<file path="config.mk">
export PLATFORM = sky130hd
export DESIGN_NAME = i2c_master_transfer_sequencer_unit
export DESIGN_NICKNAME = d
export VERILOG_FILES = /design/src/design/i2cms_pkg.sv /design/src/design/i2cms_decode.sv /design/src/design/i2c_master_transfer_sequencer_unit.sv
export SDC_FILE = /design/constraint.sdc
export NUM_CORES = 1
export LEC_CHECK = 0
export ABC_AREA = 1
export BUFFER_PORTS_ARGS = -buffer_cell sky130_fd_sc_hd__buf_4
export CAP_MARGIN = 30
export CORE_MARGIN = 1.5
export CORE_UTILIZATION = 40
export DETAILED_ROUTE_END_ITERATION = 12
export PLACE_DENSITY_LB_ADDON = 0.25
export SETUP_SLACK_MARGIN = 0.05
export SLEW_MARGIN = 10
export SYNTH_ARGS = -nofsm -noshare
export SYNTH_HDL_FRONTEND = slang
export SYNTH_SLANG_ARGS = --single-unit
</file>
<file path="constraint.sdc">
create_clock -name clk -period 2.5 [get_ports clk]
set_input_delay 0.25 -clock clk [delete_from_list [all_inputs] [get_ports clk]]
set_output_delay 0.25 -clock clk [all_outputs]
set_load 0.05 [all_outputs]
</file>
<file path="src/design/i2cms_pkg.sv">
// Package for the I2C master transfer sequencer: transaction payload types,
// function and bus status codes, and the decode control struct.
// No dependencies.
package i2cms_pkg;

  // function codes of an input transaction
  localparam logic [1:0] FUNC_LOAD   = 2'd0;
  localparam logic [1:0] FUNC_START  = 2'd1;
  localparam logic [1:0] FUNC_STATUS = 2'd2;
  localparam logic [1:0] FUNC_READ   = 2'd3;

  // bus engine status codes
  localparam logic [7:0] ST_START      = 8'h08;
  localparam logic [7:0] ST_RESTART    = 8'h10;
  localparam logic [7:0] ST_ADDR_W_ACK = 8'h18;
  localparam logic [7:0] ST_DATA_ACK   = 8'h28;
  localparam logic [7:0] ST_ARB_LOST   = 8'h38;
  localparam logic [7:0] ST_ADDR_R_ACK = 8'h40;
  localparam logic [7:0] ST_RX_ACK     = 8'h50;
  localparam logic [7:0] ST_RX_NACK    = 8'h58;

  // configuration register indexes
  localparam logic CFG_TARGET_ADDRESS  = 1'b0;
  localparam logic CFG_TRANSFER_LENGTH = 1'b1;

  typedef struct packed {
    logic [1:0] func;
    logic [7:0] status_code;
    logic [7:0] rx_byte;
    logic [4:0] buf_index;
    logic [7:0] buf_value;
  } in_t;

  typedef struct packed {
    logic [7:0] tx_byte;
    logic       tx_load;
    logic       start_set;
    logic       start_clear;
    logic       stop_set;
    logic       ack_set;
    logic       ack_clear;
    logic       done_res;
    logic       success;
    logic [7:0] read_byte;
  } out_t;

  // decode result carried from accept to the buffer read stage
  typedef struct packed {
    logic       mem_we;     // write the buffer this cycle
    logic       addr_idx;   // buffer address from buf_index, else from position
    logic       tx_mem;     // tx_byte comes from buffer read data
    logic       rd_mem;     // read_byte comes from buffer read data
    logic [7:0] tx_byte;    // tx_byte when not from the buffer
    logic       tx_load;
    logic       start_set;
    logic       start_clear;
    logic       stop_set;
    logic       ack_set;
    logic       ack_clear;
    logic       done_res;
    logic       success;
  } ctl_t;

endpackage

</file>
<file path="src/design/i2cms_decode.sv">
// Status and command decode for the I2C master transfer sequencer.
// Works out the next position and flags plus the per-transaction control.
// Depends on i2cms_pkg.
module i2cms_decode #(
  parameter int BUFFER_DEPTH = 32,
  parameter int PW           = 6
) (
  input  i2cms_pkg::in_t  cmd,
  input  logic [7:0]      target_address,
  input  logic [5:0]      transfer_length,
  input  logic [PW-1:0]   pos,
  input  logic            done_flag,
  input  logic            good_flag,
  output logic [PW-1:0]   pos_next,
  output logic            done_next,
  output logic            good_next,
  output i2cms_pkg::ctl_t ctl
);

  logic [8:0]    pos9;
  logic [8:0]    pos_inc9;
  logic [8:0]    len9;
  logic [8:0]    depth9;
  logic          pos_ok;
  logic          idx_ok;
  logic [PW-1:0] pos_inc;
  logic          finish;
  logic          ok;

  // range checks against the buffer depth, position saturates at the depth
  assign depth9  = 9'(BUFFER_DEPTH);
  assign pos9    = 9'(pos);
  assign len9    = 9'(transfer_length);
  assign pos_ok  = pos9 < depth9;
  assign idx_ok  = 9'(cmd.buf_index) < depth9;
  assign pos_inc = pos_ok ? PW'(pos9 + 9'd1) : pos;
  assign pos_inc9 = 9'(pos_inc);

  // decode of one transaction
  always_comb begin
    ctl       = '0;
    pos_next  = pos;
    done_next = done_flag;
    good_next = good_flag;
    finish    = 1'b0;
    ok        = 1'b0;
    unique case (cmd.func)
      i2cms_pkg::FUNC_LOAD: begin
        ctl.mem_we   = idx_ok;
        ctl.addr_idx = 1'b1;
      end
      i2cms_pkg::FUNC_START: begin
        pos_next      = '0;
        done_next     = 1'b0;
        good_next     = 1'b0;
        ctl.start_set = 1'b1;
      end
      i2cms_pkg::FUNC_READ: begin
        ctl.addr_idx = 1'b1;
        ctl.rd_mem   = idx_ok;
      end
      default: begin
        unique case (cmd.status_code)
          i2cms_pkg::ST_START: begin
            ctl.tx_byte     = target_address;
            ctl.tx_load     = 1'b1;
            ctl.start_clear = 1'b1;
            finish          = pos9 >= len9;
          end
          i2cms_pkg::ST_RESTART: begin
            pos_next        = '0;
            ctl.tx_byte     = target_address;
            ctl.tx_load     = 1'b1;
            ctl.start_clear = 1'b1;
          end
          i2cms_pkg::ST_ADDR_W_ACK: begin
            ctl.tx_load = 1'b1;
            ctl.tx_mem  = pos_ok;
            pos_next    = pos_inc;
          end
          i2cms_pkg::ST_DATA_ACK: begin
            if (pos9 == len9) begin
              finish = 1'b1;
              ok     = 1'b1;
            end else begin
              ctl.tx_load = 1'b1;
              ctl.tx_mem  = pos_ok;
              pos_next    = pos_inc;
            end
          end
          i2cms_pkg::ST_ARB_LOST: begin
            ctl.start_set = 1'b1;
          end
          i2cms_pkg::ST_ADDR_R_ACK: begin
            ctl.ack_set = 1'b1;
          end
          i2cms_pkg::ST_RX_ACK: begin
            ctl.mem_we = pos_ok;
            pos_next   = pos_inc;
            if (pos_inc9 == len9) begin
              ctl.ack_clear = 1'b1;
            end else begin
              ctl.ack_set = 1'b1;
            end
          end
          i2cms_pkg::ST_RX_NACK: begin
            finish = 1'b1;
            ok     = 1'b1;
          end
          default: begin
            finish = 1'b1;
          end
        endcase
        // end of transfer: stop and flag
        if (finish) begin
          ctl.stop_set = 1'b1;
          done_next    = 1'b1;
          if (ok) begin
            good_next = 1'b1;
          end
        end
      end
    endcase
    ctl.done_res = done_next;
    ctl.success  = good_next;
  end

endmodule

</file>
<file path="src/design/i2c_master_transfer_sequencer_unit.sv">
// Top level of the I2C master transfer sequencer: config registers, byte
// buffer memory, position and flags, and the two-stage result pipeline.
// Depends on i2cms_pkg and i2cms_decode.
//
//  channel | direction | handshake         | payload
//  --------+-----------+-------------------+------------------------------
//  in      | input     | in_valid/in_stall | in_data (i2cms_pkg::in_t)
//  out     | output    | out_valid/out_stall | out_data (i2cms_pkg::out_t)
//  cfg     | input     | cfg_we            | cfg_index, cfg_data
//
// One transaction per cycle while in_stall is low; each result is registered in
// the read stage (synchronous buffer read) and then in the output register.
// Position and flags are updated at accept, so the next transaction sees them.
// rst (synchronous) clears position, flags, config and pipeline valids; the
// buffer has no reset. in_stall rises only when both the read stage and the
// output register hold results and out_stall is high.
module i2c_master_transfer_sequencer_unit #(
  parameter int BUFFER_DEPTH = 32
) (
  input  logic            clk,
  input  logic            rst,
  input  logic            in_valid,
  output logic            in_stall,
  input  i2cms_pkg::in_t  in_data,
  output logic            out_valid,
  input  logic            out_stall,
  output i2cms_pkg::out_t out_data,
  input  logic            cfg_we,
  input  logic            cfg_index,
  input  logic [7:0]      cfg_data
);

  localparam int AW = (BUFFER_DEPTH > 1) ? $clog2(BUFFER_DEPTH) : 1;
  localparam int PW = $clog2(BUFFER_DEPTH + 1);

  logic [7:0]      target_address;
  logic [5:0]      transfer_length;
  logic [PW-1:0]   pos;
  logic [PW-1:0]   pos_next;
  logic            done_flag;
  logic            done_next;
  logic            good_flag;
  logic            good_next;
  i2cms_pkg::ctl_t ctl;
  i2cms_pkg::ctl_t s1_ctl;
  logic            s1_valid;
  logic [7:0]      rd_data;
  logic [7:0]      mem [BUFFER_DEPTH];
  logic [AW-1:0]   mem_addr;
  logic [7:0]      mem_wdata;
  logic [8:0]      idx9;
  logic [8:0]      pos9;
  logic            accept;
  logic            out_free;
  logic            s1_move;
  i2cms_pkg::out_t s1_result;

  // handshake
  assign out_free = !out_valid || !out_stall;
  assign s1_move  = s1_valid && out_free;
  assign in_stall = s1_valid && !out_free;
  assign accept   = in_valid && !in_stall;

  // configuration registers
  always_ff @(posedge clk) begin
    if (rst) begin
      target_address  <= '0;
      transfer_length <= '0;
    end else if (cfg_we) begin
      if (cfg_index == i2cms_pkg::CFG_TARGET_ADDRESS) begin
        target_address <= cfg_data;
      end else begin
        transfer_length <= cfg_data[5:0];
      end
    end
  end

  i2cms_decode #(
    .BUFFER_DEPTH(BUFFER_DEPTH),
    .PW          (PW)
  ) u_decode (
    .cmd            (in_data),
    .target_address (target_address),
    .transfer_length(transfer_length),
    .pos            (pos),
    .done_flag      (done_flag),
    .good_flag      (good_flag),
    .pos_next       (pos_next),
    .done_next      (done_next),
    .good_next      (good_next),
    .ctl            (ctl)
  );

  // position and transfer flags
  always_ff @(posedge clk) begin
    if (rst) begin
      pos       <= '0;
      done_flag <= 1'b0;
      good_flag <= 1'b0;
    end else if (accept) begin
      pos       <= pos_next;
      done_flag <= done_next;
      good_flag <= good_next;
    end
  end

  // buffer address and write data, one port shared by read and write
  assign idx9      = 9'(in_data.buf_index);
  assign pos9      = 9'(pos);
  assign mem_addr  = ctl.addr_idx ? idx9[AW-1:0] : pos9[AW-1:0];
  assign mem_wdata = (in_data.func == i2cms_pkg::FUNC_LOAD) ? in_data.buf_value
                                                            : in_data.rx_byte;

  // byte buffer, read data registered at accept
  always_ff @(posedge clk) begin
    if (accept) begin
      if (ctl.mem_we) begin
        mem[mem_addr] <= mem_wdata;
      end
      rd_data <= mem[mem_addr];
    end
  end

  // read stage
  always_ff @(posedge clk) begin
    if (rst) begin
      s1_valid <= 1'b0;
    end else if (accept) begin
      s1_valid <= 1'b1;
    end else if (s1_move) begin
      s1_valid <= 1'b0;
    end
  end

  always_ff @(posedge clk) begin
    if (accept) begin
      s1_ctl <= ctl;
    end
  end

  // merge buffer data into the result
  always_comb begin
    s1_result.tx_byte     = s1_ctl.tx_mem ? rd_data : s1_ctl.tx_byte;
    s1_result.tx_load     = s1_ctl.tx_load;
    s1_result.start_set   = s1_ctl.start_set;
    s1_result.start_clear = s1_ctl.start_clear;
    s1_result.stop_set    = s1_ctl.stop_set;
    s1_result.ack_set     = s1_ctl.ack_set;
    s1_result.ack_clear   = s1_ctl.ack_clear;
    s1_result.done_res    = s1_ctl.done_res;
    s1_result.success     = s1_ctl.success;
    s1_result.read_byte   = s1_ctl.rd_mem ? rd_data : 8'd0;
  end

  // output register
  always_ff @(posedge clk) begin
    if (rst) begin
      out_valid <= 1'b0;
    end else if (s1_move) begin
      out_valid <= 1'b1;
    end else if (!out_stall) begin
      out_valid <= 1'b0;
    end
  end

  always_ff @(posedge clk) begin
    if (s1_move) begin
      out_data <= s1_result;
    end
  end

  // checks
  a_start_clears: assert property (@(posedge clk) disable iff (rst)
    accept && in_data.func == i2cms_pkg::FUNC_START |=> pos == '0 && !done_flag && !good_flag)
    else $error("start transaction did not clear position and flags");

  a_pos_saturates: assert property (@(posedge clk) disable iff (rst)
    9'(pos) <= 9'(BUFFER_DEPTH))
    else $error("position ran past the buffer depth");

  a_s1_holds: assert property (@(posedge clk) disable iff (rst)
    s1_valid && !out_free |=> s1_valid && $stable(s1_ctl) && $stable(rd_data))
    else $error("read stage lost or changed a waiting result");

  a_no_tx_noise: assert property (@(posedge clk) disable iff (rst)
    s1_valid && !s1_ctl.tx_load |-> s1_result.tx_byte == 8'd0)
    else $error("tx_byte nonzero without tx_load");

endmodule
</file>
* Yosys cells after proc, flatten, opt, wreduce, memory -nomap -nowiden
Memories as Yosys holds them, arrays and structs flattened. A register that Yosys moved wholly into a read port is not among the register bits. Cells that the tools add are included.
Storage, ports and cells: bits in registers 66, RAM bits 256, input bits 45, output and inout port bits 26, logic and storage cells 112, memories 1
Memory list:
- mem | words 32, width 8, rd ports 1, clocked after memory_dff 1, wr ports 1, RTL line i2c_master_transfer_sequencer_unit.sv:48 | logic [7:0] mem [BUFFER_DEPTH];
Cells by class: add/sub/neg operators 1, order comparisons 3, eq/ne operators 14, mux-type cells 38, bitwise logic cells 4, reductions and logical operators 23
Operators with widths (number):
- $eq 8x7->1 const B | 3
- $mux 1 | 22
- $pmux 6 s3 | 1
- $eq 8x5->1 const B | 2
- $eq 8x6->1 const B | 2
- $mux 8 | 2
- $pmux 1 s2 | 8
- $eq 6x6->1 | 2
- $mux 6 | 2
- $pmux 6 s2 | 1
- $eq 8x4->1 const B | 1
- $reduce_or 2->1 | 4
- $reduce_or 4->1 | 2
- $add 6x1->6 const B | 1
- $ge 6x6->1 | 1
- $lt 5x6->1 const B | 1
- $lt 6x6->1 const B | 1
- $reduce_or 3->1 | 2
- $mux 5 | 1
- $reduce_or 5->1 | 1
- $logic_not 1->1 | 4
- $not 1->1 | 4
- $reduce_and 2->1 | 2
- $reduce_and 4->1 | 1
- other kinds (10) | 12

* Logic depth before layout (Yosys ltp)
word-level depth 8, gate-level depth with buffers 16, mapped depth without buffers 13

* By module
Synthesis repeated with hierarchy kept, for this count alone.
Second synthesis, totals: cells, all modules 1480, area total of the unflattened synthesis 14676.6 µm²
By module, submodules not included:
- i2c_master_transfer_sequencer_unit | times used 1, cells each 1273, area each 13699.4 µm², seq. area each 9669.3 µm²
- i2cms_decode | times used 1, cells each 207, area each 977.2 µm², seq. area each 0.0 µm²

* Worst setup path after synthesis
OpenSTA, ideal clock, no wires.
path type register -> register, start point register out_valid, end point memory mem[0][0], enable pin, library setup time 287 ps, data arrival time 3108 ps, required time 2213 ps, path slack -895 ps, stages on the path, launching flop included 8, buffers on the path 0, clock period less this slack 3395 ps, cell sequence dfxtp_1 > nand2_1 > nor2_1 > inv_1 > nand2_1 > clkinv_1 > nand3_1 > nor2_1
Between the ends: longest elaborated chain between the ends 8
Ends and longest elaborated chain:
- from (decl) | RTL line i2c_master_transfer_sequencer_unit.sv:25 | output logic out_valid,
- from (signal assigned) | RTL line i2c_master_transfer_sequencer_unit.sv:158 | out_valid <= 1'b0;
- from (signal assigned) | RTL line i2c_master_transfer_sequencer_unit.sv:160 | out_valid <= 1'b1;
- from (signal assigned) | RTL line i2c_master_transfer_sequencer_unit.sv:162 | out_valid <= 1'b0;
- $logic_not 1->1 | RTL line i2c_master_transfer_sequencer_unit.sv:59 | assign out_free = !out_valid || !out_stall;
- $logic_or 1x1->1 | RTL line i2c_master_transfer_sequencer_unit.sv:59
- $logic_not 1->1 | RTL line i2c_master_transfer_sequencer_unit.sv:61 | assign in_stall = s1_valid && !out_free;
- $logic_and 1x1->1 | RTL line i2c_master_transfer_sequencer_unit.sv:61
- net in_stall | RTL line i2c_master_transfer_sequencer_unit.sv:23 | output logic in_stall,
- $logic_not 1->1 | RTL line i2c_master_transfer_sequencer_unit.sv:62 | assign accept = in_valid && !in_stall;
- $logic_and 1x1->1 | RTL line i2c_master_transfer_sequencer_unit.sv:62
- net accept | RTL line i2c_master_transfer_sequencer_unit.sv:53 | logic accept;
- $mux 1 | RTL line i2c_master_transfer_sequencer_unit.sv:116 | if (accept) begin
- $mux 1 (not written as such) | RTL line i2c_master_transfer_sequencer_unit.sv:118 | mem[mem_addr] <= mem_wdata;
- to (decl) | RTL line i2c_master_transfer_sequencer_unit.sv:48
The timed path passes the listed nets, and every way through them passes these cells.

* Worst setup path after layout
start point register pos[0], end point register rd_data[5] (read register of mem), data pin
Between the ends: longest elaborated chain between the ends 1
Ends and longest elaborated chain:
- from (decl) | RTL line i2c_master_transfer_sequencer_unit.sv:38 | logic [PW-1:0] pos;
- from (signal assigned) | RTL line i2c_master_transfer_sequencer_unit.sv:101 | pos <= pos_next;
- $mux 5 | RTL line i2c_master_transfer_sequencer_unit.sv:110 | assign mem_addr = ctl.addr_idx ? idx9[AW-1:0] : pos9[AW-1:0];
- to (decl) | RTL line i2c_master_transfer_sequencer_unit.sv:47 | logic [7:0] rd_data;
No other way between the ends. A chain may end at the register's enable or synchronous reset.

==> metrics.md <==
| Metric | Value |
|---|---|
| Sw Pwr | `3.05 mW` |
| Syn nets | `1244` |
| Final Slew Violations | `0` |
| Initial antenna violation count | `0` |
| Pwr Density | `788 nW/um2` |
| WP data arrival | `2520 ps` |
| Clk_lat worst skew | `510 ps` |
| Hold WC Path Type | `in2reg` |
| Core area | `33600 um2` |
| Most common cell after layout, fill and taps aside | `nand2_1` |
| Antenna-violating nets left | `0` |
| Slew HR | `57.9%` |
| Hold EP | `transfer_length[0]$_SDFFE_PP0P_` |
| Worst IR drop on VDD | `0.000579 V` |
| Routed wire length per instance | `18.7 um` |
| Synth Instances | `1187` |
| Avg Inst Size Synth | `11.5 um2` |
| H-tree depth | `2` |
| Synthesized area | `13700 um2` |
| Post-synth EDFFs | `306` |
| Required @ worst endpoint | `2760 ps` |
| Synth Register Bits | `330` |
| Vias in the first global route | `9095` |
| Hold depth | `3` |
| Max-cap violations | `0` |
| Root Driver | `clkbuf_16` |
| DR vias | `9220` |
| GRT Overall Usage | `19.6%` |
| Worst path max stage delay | `460 ps` |
| Cell Rows | `67` |
| Combinational share of power | `10.2%` |
| HP Start | `cfg_data[0]` |
| Minimum clock period | `2270 ps` |
| Max Freq | `441 MHz` |
| Worst r2r path cells | `10` |
| CP max stage cell | `dfxtp_1` |
| DIE WIDTH | `188 um` |
| Largest net degree at the start of global routing | `45` |
| Worst-path clk slew | `60 ps` |
| Worst path bufs/invs | `2` |
| Nature of the critical path endpoint | `flop` |
| Slew @ Worst Pin | `627 ps` |
| DRC errors left | `0` |
| CP dominant cell by count | `nand2_1` |
| Internal | `9.97 mW` |
| Port Buffers | `70` |
| Crit share post-route | `90.7%` |
| RSZ-0062 raised after global routing | `no` |
| Overflow after GRT | `0` |
| Die area | `35300 um2` |
| Reg2Reg Launch Point | `pos[0]$_SDFFE_PP0P_` |
| P_leak | `6.18 nW` |
| Sequential share of power | `48.1%` |
| Post-synth top flop | `edfxtp_1` |
| Clock power frac | `41.7%` |
| Num CTS Buffers | `36` |
| Sequential-to-total area share from yosys stat | `70.7%` |
| HPWL Detailed | `22100 um` |
| # fillers | `2976` |
| Clk sinks | `330` |
| Critical path fanouts, max | `31` |
| DIE HEIGHT | `188 um` |
| Worst Setup Start Kind | `flop` |
| Area growth, synth to finish | `20.6%` |
| Post-CTS setup repair buffer count | `0` |
| Share of cells above drive strength 1 | `18.1%` |
| First-pass GRT wire length | `52500 um` |
| Register-to-register setup slack | `230 ps` |
| Final wirelength | `33800 um` |
| # IOs | `71` |
| WS Path Type | `reg2reg` |
| Drt pass-1 iters | `5` |
| R2R Path End | `rd_data[5]$_DFFE_PP_` |
| Number of resized instances in the post-cts repair step | `0` |
| Vias per cell | `5.09` |
| Worst Skew | `10.0 ps` |
| Most frequent cells in the layout | `nand2_1 (397), edfxtp_1 (306), buf_4 (145)` |
| Netlist cell types | `33` |
| Crit-path cells | `nand2_1 > nand2_1 > inv_2 > buf_4 > nand3_1 > nand4_1 > nand2_1 > nand2_1 > nor2_1 > nand2_1` |
| Total chip power | `13.0 mW` |
| Placed instance area | `15300 um2` |
| Delay-heaviest family, CP | `simple AND/OR/NAND/NOR gates` |
| CTS tree | `yes` |
| Clock Path Buffers | `3` |
| Multi-input gate area | `3530 um2` |
| Switching Share | `23.4%` |
| Ant. Diodes | `0` |
| FF/Latch Area | `9670 um2` |
| Final core occ | `49.1%` |
| Gpl congestion | `0.825` |
| Nets | `1395` |
| Detailed Route Iter0 Violations | `887` |
| Status | `completed` |
| Syn. warnings | `0` |
| Starting density of the core | `40.7%` |
| Design Area, Final | `16500 um2` |
| Post-synth ARST share | `0%` |
| Final setup vio count | `0` |
| Hold slack | `18.8 ps` |
| Final Hold Fails | `0` |
-- cells in the mapped netlist (3+ instances only) --
library cell / number / area [um2]
inv_2: 9 / 33.8
dfxtp_1: 24 / 480
buf_6: 3 / 33.8
clkbuf_1: 9 / 33.8
nand2_1: 397 / 1490
nor3_4: 7 / 114
a21oi_1: 19 / 95.1
clkinv_1: 3 / 11.3
buf_4: 13 / 97.6
o21ai_4: 3 / 48.8
edfxtp_1: 306 / 9190
nand4_1: 68 / 425
nor2_2: 3 / 18.8
ha_1: 12 / 150
inv_1: 53 / 199
nor2_1: 103 / 387
nand3_1: 85 / 425
buf_2: 18 / 90.1
o21ai_0: 26 / 130
mux2_2: 8 / 90.1
-- cell type report --
type                    instances  share of cell area, %
well taps                     448                   3.40
flip-flops and latches        330                   58.6
repair buffers                156                   7.75
inverters                      67                   1.56
multi-input cells             747                   21.4
clock buffers                  44                   5.83
clock inverters                18                   1.49
-- tightest hold or removal path, cell delays in order --
cell	delay, ps
buf_4	80
o21ai_0	80
nor2_1	80
-- logic make-up after synthesis --
kind of cell,Yosys count,synth area share [%]
compound gates,54,2.32
xor+xnor,2,0.128
fa+ha+maj,12,1.10
buf+inv,110,3.74
flops,330,70.7
mux,8,0.658
simple gates,671,21.4
-- state kept, by name, indices dropped and copies added, names as in the netlist --
signal / count
out_valid: 1
target_address: 8
out_data: 24
rd_data: 8
pos: 6
done_flag: 1
s1_valid: 1
transfer_length: 6
good_flag: 1
mem: 256
s1_ctl: 18
-- what timing repair did --
| item | CTS | global route |
|---|---|---|
| setup endpoints to repair | 0 | 0 |
| hold buffers | 3 | 0 |
| hold endpoints to repair | 3 | 0 |
-- how the worst max path moves through the flow --
stage	startpoint	endpoint	slack, ps	depth (start not counted)
6_report	pos[0]$_SDFFE_PP0P_	rd_data[5]$_DFFE_PP_	230	10
5_1_grt	pos[0]$_SDFFE_PP0P_	rd_data[5]$_DFFE_PP_	160	10
4_1_cts	pos[0]$_SDFFE_PP0P_	rd_data[5]$_DFFE_PP_	290	10
3_5_place_dp	in_data[29]	rd_data[5]$_DFFE_PP_	-120	15
3_3_place_gp	in_data[29]	rd_data[5]$_DFFE_PP_	-100	15
2_1_floorplan	in_data[29]	mem[11][0]$_DFFE_PP_	170	12
-- power groups by stage --
stage / registers [mW] / clock network [mW] / logic [mW]
after floorplan: 6.41 / 0 / 0.725
after detailed placement: 6.37 / 0 / 1.33
after global routing: 6.26 / 5.74 / 1.46
final: 6.25 / 5.43 / 1.33
after global placement: 6.37 / 0 / 1.32
after CTS: 6.25 / 5.53 / 1.34
-- per-layer routing --
layer  up-vias  track usage, %  part of all wire, %
met5         -               0                    0
met4         0            7.17                  3.0
met3        70            2.90                  6.2
met2       308            31.6                   47
met1      4425            27.0                   44
li1       4417               -                    -
-- metrics by stage --
step	worst slack, ps	std cells	setup TNS [ps]
floorplan	168	1187	0
global placement	-105	1745	-394
detailed placement	-120	1745	-1970
CTS	286	1810	0
global route	163	1810	0
finish	233	1810	0
Power figures use the tool's default switching activity.
